$ cat src/hw/rtl/msw_pkg.sv
// Shared types and constants for the morphing sawtooth waveshaper.
package msw_pkg;

  // Q1.15 unity
  localparam logic [16:0] Q15_ONE   = 17'd32768;

  // Comparator level (0 + 0.2) * 0.4 in Q1.15, floored
  localparam logic signed [15:0] CMP_LEVEL = 16'sd2621;

  // Shared multiplier: signed A operand times unsigned B operand
  localparam int MUL_A_W = 20;
  localparam int MUL_B_W = 32;
  localparam int PROD_W  = 53;

  // Configuration register indexes
  localparam logic REG_PHASE_STEP  = 1'b0;
  localparam logic REG_OUTPUT_GAIN = 1'b1;

  // Operand selection for the shared multiplier
  typedef enum logic [2:0] {
    MUL_CMP,
    MUL_RECIP,
    MUL_QDIV,
    MUL_RECT,
    MUL_GAIN,
    MUL_OUT
  } mul_sel_t;

  // Controller to datapath commands
  typedef struct packed {
    logic     load_item;
    logic     setup;
    logic     cmp_take;
    logic     quo_take;
    logic     gains;
    logic     mul_en;
    mul_sel_t mul_sel;
    logic     y_calc;
    logic     sum_calc;
    logic     out_load;
  } msw_cmd_t;

  // Datapath to controller status
  typedef struct packed {
    logic out_free;
  } msw_status_t;

endpackage

$ cat src/hw/rtl/msw_ctrl.sv
// Sequencing state machine for the morphing sawtooth waveshaper.
module msw_ctrl (
  input  logic                  clk,
  input  logic                  rst,
  input  logic                  in_valid,
  output logic                  in_ready,
  input  msw_pkg::msw_status_t  status,
  output msw_pkg::msw_cmd_t     cmd
);

  typedef enum logic [3:0] {
    S_IDLE,
    S_SETUP,
    S_RECIP,
    S_QMUL,
    S_GAINS,
    S_RECT,
    S_YCALC,
    S_RMUL,
    S_SUM,
    S_OMUL,
    S_DONE
  } state_t;

  state_t state;

  // State sequence
  always_ff @(posedge clk) begin
    if (rst) begin
      state <= S_IDLE;
    end else begin
      unique case (state)
        S_IDLE: begin
          if (in_valid) state <= S_SETUP;
        end
        S_SETUP: state <= S_RECIP;
        S_RECIP: state <= S_QMUL;
        S_QMUL:  state <= S_GAINS;
        S_GAINS: state <= S_RECT;
        S_RECT:  state <= S_YCALC;
        S_YCALC: state <= S_RMUL;
        S_RMUL:  state <= S_SUM;
        S_SUM:   state <= S_OMUL;
        S_OMUL:  state <= S_DONE;
        S_DONE: begin
          // hold the finished sample until the output register frees up
          if (status.out_free) state <= S_IDLE;
        end
        default: state <= S_IDLE;
      endcase
    end
  end

  // Command decode
  always_comb begin
    cmd      = '0;
    in_ready = (state == S_IDLE);
    unique case (state)
      S_IDLE:  cmd.load_item = in_valid;
      S_SETUP: begin
        cmd.setup   = 1'b1;
        cmd.mul_en  = 1'b1;
        cmd.mul_sel = msw_pkg::MUL_CMP;
      end
      S_RECIP: begin
        cmd.cmp_take = 1'b1;
        cmd.mul_en   = 1'b1;
        cmd.mul_sel  = msw_pkg::MUL_RECIP;
      end
      S_QMUL: begin
        cmd.quo_take = 1'b1;
        cmd.mul_en   = 1'b1;
        cmd.mul_sel  = msw_pkg::MUL_QDIV;
      end
      S_GAINS: cmd.gains = 1'b1;
      S_RECT: begin
        cmd.mul_en  = 1'b1;
        cmd.mul_sel = msw_pkg::MUL_RECT;
      end
      S_YCALC: cmd.y_calc = 1'b1;
      S_RMUL: begin
        cmd.mul_en  = 1'b1;
        cmd.mul_sel = msw_pkg::MUL_GAIN;
      end
      S_SUM:   cmd.sum_calc = 1'b1;
      S_OMUL: begin
        cmd.mul_en  = 1'b1;
        cmd.mul_sel = msw_pkg::MUL_OUT;
      end
      S_DONE:  cmd.out_load = status.out_free;
      default: cmd = '0;
    endcase
  end

endmodule

$ cat src/hw/rtl/msw_dp.sv
// Datapath: phase accumulator, reciprocal divider, shared multiplier and output register.
module msw_dp #(
  parameter int SPLIT_LOW  = 13107,
  parameter int SPLIT_HIGH = 26214
) (
  input  logic                  clk,
  input  logic                  rst,
  input  msw_pkg::msw_cmd_t     cmd,
  output msw_pkg::msw_status_t  status,
  input  logic                  cfg_write,
  input  logic                  cfg_index,
  input  logic [31:0]           cfg_data,
  input  logic [15:0]           morph_position,
  output logic                  out_valid,
  input  logic                  out_ready,
  output logic signed [15:0]    audio_sample
);

  localparam int PW = msw_pkg::PROD_W;
  localparam int AW = msw_pkg::MUL_A_W;
  localparam int BW = msw_pkg::MUL_B_W;

  // Crossfade divisor; an empty or degenerate region gives zero
  localparam int CrossDiv = (SPLIT_HIGH > SPLIT_LOW) ? SPLIT_HIGH - SPLIT_LOW : 0;

  // Reciprocals floor(2^31 / divisor); (a * recip) >> 16 is low by at most one
  localparam longint RecipLow   = 64'sd2147483648 / longint'(SPLIT_LOW);
  localparam longint RecipCross = (CrossDiv > 0) ?
                                  64'sd2147483648 / longint'(CrossDiv) : 64'sd0;

  // Comparator-only threshold terms, all scaled by 10 * 2^15
  localparam longint CmpD10Raw = 64'sd393216 - 64'sd10 * longint'(SPLIT_HIGH);
  localparam longint CmpD10    = (CmpD10Raw < 1) ? 64'sd1 : CmpD10Raw;
  localparam longint CmpMul    = 64'sd25 * CmpD10;
  localparam longint CmpOfs    = 64'sd65536 * CmpD10;

  // Configuration and phase
  logic [31:0] phase_step;
  logic [15:0] output_gain;
  logic [31:0] phase;

  // Item state
  logic [15:0]          v;
  logic                 rect_r, comp_r, below_r, full_r;
  logic [15:0]          num;
  logic [14:0]          quo;
  logic [38:0]          rhs_mag;
  logic [16:0]          t, rgain, cgain;
  logic                 gt, x_gt_t;
  logic signed [PW-1:0] prod;
  logic signed [19:0]   y, sum;
  logic signed [15:0]   sample;
  logic                 valid;

  // Combinational terms
  logic signed [15:0]   x;
  logic signed [19:0]   x20, t20, half20, rq20, cg20, k20, y_n, sum_n;
  logic [15:0]          div_d, set_d, set_a, over, half;
  logic [16:0]          c_val;
  logic [14:0]          quo_n, quo_fix;
  logic [31:0]          rem_val;
  logic                 rem_ge, in_rect, in_comp, in_below, gt_n;
  logic [20:0]          cmp_mag;
  logic [22:0]          mag5;
  logic signed [PW-1:0] cmp_sum, prod_n;
  logic signed [AW-1:0] mul_a;
  logic [BW-1:0]        mul_b;
  logic signed [28:0]   q;
  logic signed [15:0]   sat;

  // Bipolar sawtooth from the top half of the phase
  assign x   = {~phase[31], phase[30:16]};
  assign x20 = {{4{x[15]}}, x};

  // Region classification and divider setup
  assign in_rect  = (v < 16'(SPLIT_LOW));
  assign in_comp  = (v > 16'(SPLIT_HIGH));
  assign in_below = (v < 16'(SPLIT_HIGH));
  assign set_d    = in_rect ? 16'(SPLIT_LOW) : 16'(CrossDiv);
  assign set_a    = in_rect ? v : v - 16'(SPLIT_LOW);

  // Comparator-only right-hand side magnitude: (16*(v-SH) + 163840) * 327680
  assign over    = v - 16'(SPLIT_HIGH);
  assign cmp_mag = {1'b0, over, 4'b0000} + 21'd163840;
  assign mag5    = {cmp_mag, 2'b00} + {2'b00, cmp_mag};

  // Quotient estimate from the reciprocal product, then one compare and subtract
  assign div_d   = rect_r ? 16'(SPLIT_LOW) : 16'(CrossDiv);
  assign quo_n   = prod[30:16];
  assign rem_val = {1'b0, num, 15'd0} - prod[31:0];
  assign rem_ge  = (rem_val >= {16'd0, div_d});
  assign quo_fix = quo + {14'd0, rem_ge};

  // Crossfade amount; a zero divisor or full-scale position is special
  always_comb begin
    if (CrossDiv == 0) c_val = '0;
    else if (full_r)   c_val = msw_pkg::Q15_ONE;
    else               c_val = {2'b00, quo_fix};
  end

  // Comparator decision: x*D - E > -rhs in the comparator-only region
  assign cmp_sum = prod - PW'(CmpOfs) + $signed(PW'(rhs_mag));
  assign gt_n    = comp_r ? (cmp_sum > 0) : (x > msw_pkg::CMP_LEVEL);

  // Shared multiplier operand select
  always_comb begin
    unique case (cmd.mul_sel)
      msw_pkg::MUL_CMP: begin
        mul_a = AW'(x20);
        mul_b = BW'(CmpMul);
      end
      msw_pkg::MUL_RECIP: begin
        mul_a = AW'({1'b0, num});
        mul_b = rect_r ? BW'(RecipLow) : BW'(RecipCross);
      end
      msw_pkg::MUL_QDIV: begin
        mul_a = AW'({1'b0, quo_n});
        mul_b = BW'(div_d);
      end
      msw_pkg::MUL_RECT: begin
        mul_a = AW'(x20);
        mul_b = BW'(t + msw_pkg::Q15_ONE);
      end
      msw_pkg::MUL_GAIN: begin
        mul_a = y;
        mul_b = BW'(rgain);
      end
      msw_pkg::MUL_OUT: begin
        mul_a = sum;
        mul_b = BW'(output_gain);
      end
      default: begin
        mul_a = '0;
        mul_b = '0;
      end
    endcase
  end
  assign prod_n = mul_a * $signed({1'b0, mul_b});

  // Rectifier: fold above threshold, then offset by half the headroom
  assign t20    = $signed({3'b000, t});
  assign half   = 16'((msw_pkg::Q15_ONE - t) >> 1);
  assign half20 = $signed({4'b0000, half});
  assign rq20   = prod[34:15];
  assign y_n    = x_gt_t ? (t20 - rq20 + half20) : (x20 + half20);

  // Comparator contribution: -gain, zero or +gain
  assign cg20  = $signed({3'b000, cgain});
  always_comb begin
    if (gt && below_r) k20 = -cg20;
    else if (gt)       k20 = '0;
    else               k20 = cg20;
  end
  assign sum_n = rq20 + k20;

  // Output scaling and saturation
  assign q = prod[44:16];
  always_comb begin
    if (q > 29'sd32767)       sat = 16'sh7fff;
    else if (q < -29'sd32768) sat = 16'sh8000;
    else                      sat = q[15:0];
  end

  // Control state: configuration, phase, output valid
  always_ff @(posedge clk) begin
    if (rst) begin
      phase_step  <= '0;
      output_gain <= 16'h8000;
      phase       <= '0;
      valid       <= 1'b0;
    end else begin
      if (cfg_write) begin
        unique case (cfg_index)
          msw_pkg::REG_PHASE_STEP:  phase_step  <= cfg_data;
          msw_pkg::REG_OUTPUT_GAIN: output_gain <= cfg_data[15:0];
          default: ;
        endcase
      end
      if (cmd.load_item) phase <= phase + phase_step;
      if (cmd.out_load)  valid <= 1'b1;
      else if (out_ready) valid <= 1'b0;
    end
  end

  // Payload registers
  always_ff @(posedge clk) begin
    if (cmd.load_item) v <= morph_position;
    if (cmd.setup) begin
      rect_r  <= in_rect;
      comp_r  <= in_comp;
      below_r <= in_below;
      full_r  <= (set_a >= set_d);
      num     <= set_a;
      rhs_mag <= {mag5, 16'h0000};
    end
    if (cmd.cmp_take) gt  <= gt_n;
    if (cmd.quo_take) quo <= quo_n;
    if (cmd.gains) begin
      priority if (rect_r) begin
        t     <= {2'b00, quo_fix};
        rgain <= msw_pkg::Q15_ONE;
        cgain <= '0;
      end else if (comp_r) begin
        t     <= msw_pkg::Q15_ONE;
        rgain <= '0;
        cgain <= msw_pkg::Q15_ONE;
      end else begin
        t     <= msw_pkg::Q15_ONE;
        rgain <= msw_pkg::Q15_ONE - c_val;
        cgain <= c_val;
      end
    end
    if (cmd.mul_en) begin
      prod <= prod_n;
      if (cmd.mul_sel == msw_pkg::MUL_RECT) x_gt_t <= (x20 > t20);
    end
    if (cmd.y_calc)   y      <= y_n;
    if (cmd.sum_calc) sum    <= sum_n;
    if (cmd.out_load) sample <= sat;
  end

  assign status.out_free = !valid || out_ready;
  assign out_valid       = valid;
  assign audio_sample    = sample;

endmodule

$ cat src/hw/rtl/morphing_sawtooth_waveshaper_unit.sv
// Morphing sawtooth waveshaper: top level joining controller and datapath.
//
// Usage:
//   Input channel (in_valid/in_ready, morph_position): one request per audio
//   sample tick. Each accepted request advances the 32-bit phase by
//   phase_step and produces exactly one audio_sample on the output channel
//   (out_valid/out_ready).
//   Configuration: cfg_write with cfg_index 0 sets phase_step, index 1 sets
//   output_gain (cfg_data[15:0]). Write only while no request is in flight.
//   Sequencing: out_valid rises once the output register is loaded. No new
//   request is taken until the current one leaves the done state; the
//   reciprocal-multiply division for the threshold and crossfade amount and
//   the six passes through the single shared multiplier set the pace.
//   Stall: the result sits in an output register, so the next request is
//   taken while it waits; if a second result is done before the first is
//   taken, the controller holds it until the output register frees up.
//   Reset (rst, synchronous): phase 0, phase_step 0, output_gain unity,
//   output empty, ready for a request on the next cycle.
module morphing_sawtooth_waveshaper_unit #(
  parameter int SPLIT_LOW  = 13107,
  parameter int SPLIT_HIGH = 26214
) (
  input  logic               clk,
  input  logic               rst,
  input  logic               in_valid,
  output logic               in_ready,
  input  logic [15:0]        morph_position,
  output logic               out_valid,
  input  logic               out_ready,
  output logic signed [15:0] audio_sample,
  input  logic               cfg_write,
  input  logic               cfg_index,
  input  logic [31:0]        cfg_data
);

  msw_pkg::msw_cmd_t    cmd;
  msw_pkg::msw_status_t status;

  // Sequencer
  msw_ctrl u_ctrl (
    .clk      (clk),
    .rst      (rst),
    .in_valid (in_valid),
    .in_ready (in_ready),
    .status   (status),
    .cmd      (cmd)
  );

  // Arithmetic and storage
  msw_dp #(
    .SPLIT_LOW  (SPLIT_LOW),
    .SPLIT_HIGH (SPLIT_HIGH)
  ) u_dp (
    .clk            (clk),
    .rst            (rst),
    .cmd            (cmd),
    .status         (status),
    .cfg_write      (cfg_write),
    .cfg_index      (cfg_index),
    .cfg_data       (cfg_data),
    .morph_position (morph_position),
    .out_valid      (out_valid),
    .out_ready      (out_ready),
    .audio_sample   (audio_sample)
  );

endmodule
$ cat config.mk
export PLATFORM = sky130hd
export DESIGN_NAME = morphing_sawtooth_waveshaper_unit
export DESIGN_NICKNAME = d
export VERILOG_FILES = /design/src/hw/rtl/msw_pkg.sv /design/src/hw/rtl/msw_ctrl.sv /design/src/hw/rtl/msw_dp.sv /design/src/hw/rtl/morphing_sawtooth_waveshaper_unit.sv
export SDC_FILE = /design/constraint.sdc
export NUM_CORES = 2
export LEC_CHECK = 0
export BUFFER_PORTS_ARGS = -buffer_cell sky130_fd_sc_hd__buf_2
export CAP_MARGIN = 20
export CORE_UTILIZATION = 25
export DETAILED_ROUTE_END_ITERATION = 7
export GPL_ROUTABILITY_DRIVEN = 0
export SLEW_MARGIN = 10
export SYNTH_ARGS = -nofsm -noshare
export SYNTH_HDL_FRONTEND = slang
export SYNTH_HIERARCHICAL = 1
export SYNTH_SLANG_ARGS = --single-unit
$ cat constraint.sdc
create_clock -name clk -period 10.1 [get_ports clk]
set_input_delay 2.02 -clock clk [delete_from_list [all_inputs] [get_ports clk]]
set_output_delay 2.02 -clock clk [all_outputs]
set_load 0.1 [all_outputs]
### Word-level counts from Yosys, hierarchy flattened

Cells that the tools add are included.

* bits in latches: 0
* output and inout port bits: 18
* memory bits (read-only): 0
* memories: 0
* memory bits (writable): 0
* input bits: 54
* logic and storage cells: 110
* register bits after elaboration: 321

* shift-type cells: 0
* add/subtract/negate cells: 17
* equality and inequality tests: 17
* $mul: 1
* multiplexer cells: 26
* divide/modulo/power cells: 0
* magnitude comparators: 10
* reduce and logical (&&, ||, !) cells: 12
* bitwise gates (word level): 2

Operators with widths (count)
* $pmux 32 s6: 1
* $pmux 20 s5: 1
* $mux 16: 6
* $add 53x40->53: 1
* $gt 53x1->1 const B: 1
* $mul 20x33->53: 1
* $sub 53x35->53 const B: 1
* $pmux 4 s11: 1
* $mux 20: 2
* $add 32x32->32: 1
* $ge 32x14->1 const B: 1
* $sub 31x32->32: 1
* $gt 29x16->1 const B: 1
* $lt 29x16->1 const B: 1
* $pmux 4 s6: 1
* $add 23x21->23: 1
* $add 20x18->21 const B: 1
* $add 20x17->20: 1
* $add 20x20->20: 1
* $neg 17->20: 1
* $sub 18x20->20: 1
* $add 16x17->18: 1
* $add 17x16->18 const B: 1
* $gt 16x18->1: 1
* 31 further kinds: 55

### Depth between registers and ports, before layout

* depth after elaboration: 6
* mapped depth: 37

### Modules after synthesis

The synthesis kept the hierarchy.

Modules (own cells, without submodules)
* msw_dp: area each 35401.5 um2, times used 1, sequential area each 8197.9 um2, cells each 3980
* msw_ctrl: area each 377.9 um2, times used 1, sequential area each 80.1 um2, cells each 49

### Worst setup path after synthesis

Ideal clock, no wire load.

* kind: reg-to-reg
* start point: register u_ctrl.state[3]
* end point: register u_dp.prod[39] (data pin)
* period minus slack after synthesis: 8871 ps
* cell stages (with the launch flop): 36
* slack: 1229 ps
* path buffers: 5
* arrival time: 8613 ps
* setup time: 258 ps
* cell sequence: dfxtp_1 > buf_6 > mux2_2 > o22ai_1 > buf_2 > nor2b_1 > clkbuf_1 > nor2_1 > clkbuf_1 > a22oi_1 > o22ai_1 > clkbuf_1 > nand2_1 > fa_1 > inv_1 > fa_1 > inv_1 > fa_1 > inv_1 > fa_1 > fa_1 > fa_1 > inv_1 > fa_1 > inv_1 > ha_1 > a21o_1 > a21o_1 > a21o_1 > a21oi_1 > o21ai_0 > nor3_2 > o21bai_1 > a211oi_1 > o21bai_1 > xnor2_1

RTL lines
* start: declaration: RTL line msw_ctrl.sv:25 `state_t state;`
* start signal: assignment: RTL line msw_ctrl.sv:30 `state <= S_IDLE;`
* start signal: assignment: RTL line msw_ctrl.sv:34 `if (in_valid) state <= S_SETUP;`
* start signal: assignment: RTL line msw_ctrl.sv:36 `S_SETUP: state <= S_RECIP;`
* end signal: assignment: RTL line msw_dp.sv:214 `prod <= prod_n;`
* end: declaration: RTL line msw_dp.sv:50 `logic signed [PW-1:0] prod;`

==> run metrics <==
status=finished clean; vias in the first global route=29.1k; ys flop type=edfxtp_1; CTS max path bufs=3; HP Class=reg -> reg; initial core utilization=25.2%; area occupied by multi-input gates=24,600 µm²; CP max stage delay=0.60 ns; CTS tree=done; Post-Route WL=111,000 µm; Fmax=104 MHz; fin crit period=9.57 ns; buffers and inverters on the worst path=10; Worst Skew=0.0448 ns; pin count of the biggest net entering global routing=96; DR DRC count=0; power per cell area=313 nW/µm²; CP max stage cell=dfxtp_1; endpoints failing hold=0; antenna-violating nets left=0; Peak supply drop=0.341 mV; clock latency on the worst-skew pair=0.63 ns; Distinct cells, synth=104; Leakage=17.8 nW; final net count=4,846; post-synth net total=4,804; startpoint types=flip-flop; Max Transition Viols Final=0; Hold-fix buffers, CTS=0; Setup Crit Path Kind=reg -> reg; wire length per cell=18.5 µm; worst hold margin=0.462 ns; share of cells above drive strength 1=7.33%; top-level port count=72; Crit path required time=10.47 ns; FFs w/ async S/R, synth=0%; initial antenna violation count=7; global-route total usage across every layer=15.1%; Yosys reg bits=304; Clock transition at path regs=0.07 ns; TritonCTS Buffers=31; synthesis-to-layout area growth=10.8%; vias per inst=4.90; die area=145,000 µm²; R2R depth=35; unrepaired setup endpoints after global routing=no; commonest non-fill, non-tap cell in the layout=inv_1; 1st-pass router iterations=6; Yosys Warn Count=6; # H-tree levels=1; Max-cap violations=0; WP depth=35; first-pass GRT wire length=171,000 µm; synthesized area=35,800 µm²; Die Y=380 µm; grt total ovfl=0; number of synthesized flops with an enable pin=219; Core Area=142,000 µm²; HPWL after DPL=89,300 µm; CTS Root Cell=clkbuf_16; via count=29.4k; sequential-to-total area share from yosys stat=23.1%; WHS Path Cells=2; CTS sink count=304; FP Rows=138; register area=8280 µm²; Cells after Synth=4,029; final setup vio count=0; slew at the pin closest to its max-slew limit=1.02 ns; DR iter-0 viols=2,710; setup TNS=0 ns; Slew HR=32.2%; CP arrival=9.94 ns; CP Capture Type=flip-flop; most frequent cells in the layout=626 x inv_1, 406 x nand2_1, 381 x ha_1; Die Width=380 µm; Largest delay share family, worst path=adder cells; port bufs=71; CP max FO=19; postcts setup bufs=0; average size of a mapped cell=8.88 µm²; fill count=15.0k; Tcrit/Tclk final=94.8%
## state kept, by name, summed over array words and instances (netlist names), 17 cells and up
signal,cells
u_dp/phase,32
u_dp/phase_step,32
u_dp/prod,43
u_dp/rgain,17
u_dp/rhs_mag,19
u_dp/sum,20
u_dp/y,20
## worst register-to-register path, delay by kind of cell, from the launching register on
kind                     cells  cell delay, ns
AO/OA/AOI/OAI               10            1.96
XOR/XNOR                     1            0.16
adder cells (fa/ha/maj)      8            3.97
buffers and inverters       10            1.07
flip-flops                   1            0.60
multiplexers                 1            0.42
AND/OR/NAND/NOR              5            1.12
## logic make-up after synthesis
group | synth area share [%]
AOI/OAI and AO/OA | 13.9
xor gates and xnor gates | 4.58
adders and majority gates | 32.3
buffers and inverters | 8.25
DFF | 23.1
muxes | 1.88
and+or+nand+nor | 15.9
## per-stage QoR
stage	utilization, %	instances	instance area (µm²)	power (mW)	worst slack [ns]
after floorplan	-	4029	35800	8.68	1.23
after detailed placement	27.2	5926	38600	11.1	0.356
after global routing	28.0	5985	39600	13.6	0.0243
final	28.0	5988	39700	12.4	0.527
after global placement	27.2	5926	38600	11.1	0.402
after CTS	27.9	5983	39600	12.4	0.340
## where the power goes
group | internal, mW | switching, mW
Sequential | 1.83 | 0.297
Clock | 0.636 | 0.535
Combinational | 3.71 | 5.39
Total | 6.17 | 6.23
## what timing repair did
action / CTS / global route
resized for setup: 0 / 8
endpoints found under the hold margin: 0 / 0
endpoints found under the setup margin: 0 / 8
## metal layers
| metal | GRT usage (%) | routed length [µm] |
|---|---|---|
| met4 | 5.03 | 4210 |
| met5 | 0 | 13 |
| met1 | 20.7 | 48900 |
| met3 | 2.66 | 8660 |
| met2 | 23.9 | 48800 |
## final cells by class
| type | count | area share, % |
|---|---|---|
| inverter | 628 | 5.94 |
| clock buffer | 38 | 2.08 |
| tap | 1890 | 5.96 |
| sequential | 304 | 20.9 |
| timing repair buffer | 157 | 2.59 |
| clock inverter | 19 | 0.454 |
| multi-input combinational | 2949 | 62.1 |
| antenna | 3 | 0.0189 |
## Yosys cell counts, drive strengths merged, types with 58 or more instances
| cell | n | area share, % |
|---|---|---|
| o21ai | 114 | 1.6 |
| nor2 | 379 | 4.0 |
| ha | 381 | 13 |
| xnor2 | 129 | 3.2 |
| a21oi | 205 | 2.9 |
| nor3 | 85 | 1.2 |
| inv | 627 | 6.6 |
| nand2 | 406 | 4.3 |
| fa | 340 | 19 |
| xor2 | 58 | 1.4 |
| clkbuf | 115 | 1.2 |
| dfxtp | 85 | 4.8 |
| edfxtp | 219 | 18 |
| nand3 | 67 | 0.94 |
| a21o | 95 | 2.0 |
## final timing paths
kind	endpoint	startpoint	slack, ns
setup / recovery	u_dp/prod[41]$_DFFE_PP_	u_ctrl/state[3]$_SDFFE_PP0P_	0.53
hold / removal	u_dp/phase_step[5]$_SDFFE_PP0P_	u_dp/phase_step[5]$_SDFFE_PP0P_	0.46
setup reg to reg	u_dp/prod[41]$_DFFE_PP_	u_ctrl/state[3]$_SDFFE_PP0P_	0.53
hold reg to reg	u_dp/phase_step[5]$_SDFFE_PP0P_	u_dp/phase_step[5]$_SDFFE_PP0P_	0.46
Note: power is estimated with default switching activity, not from simulation.
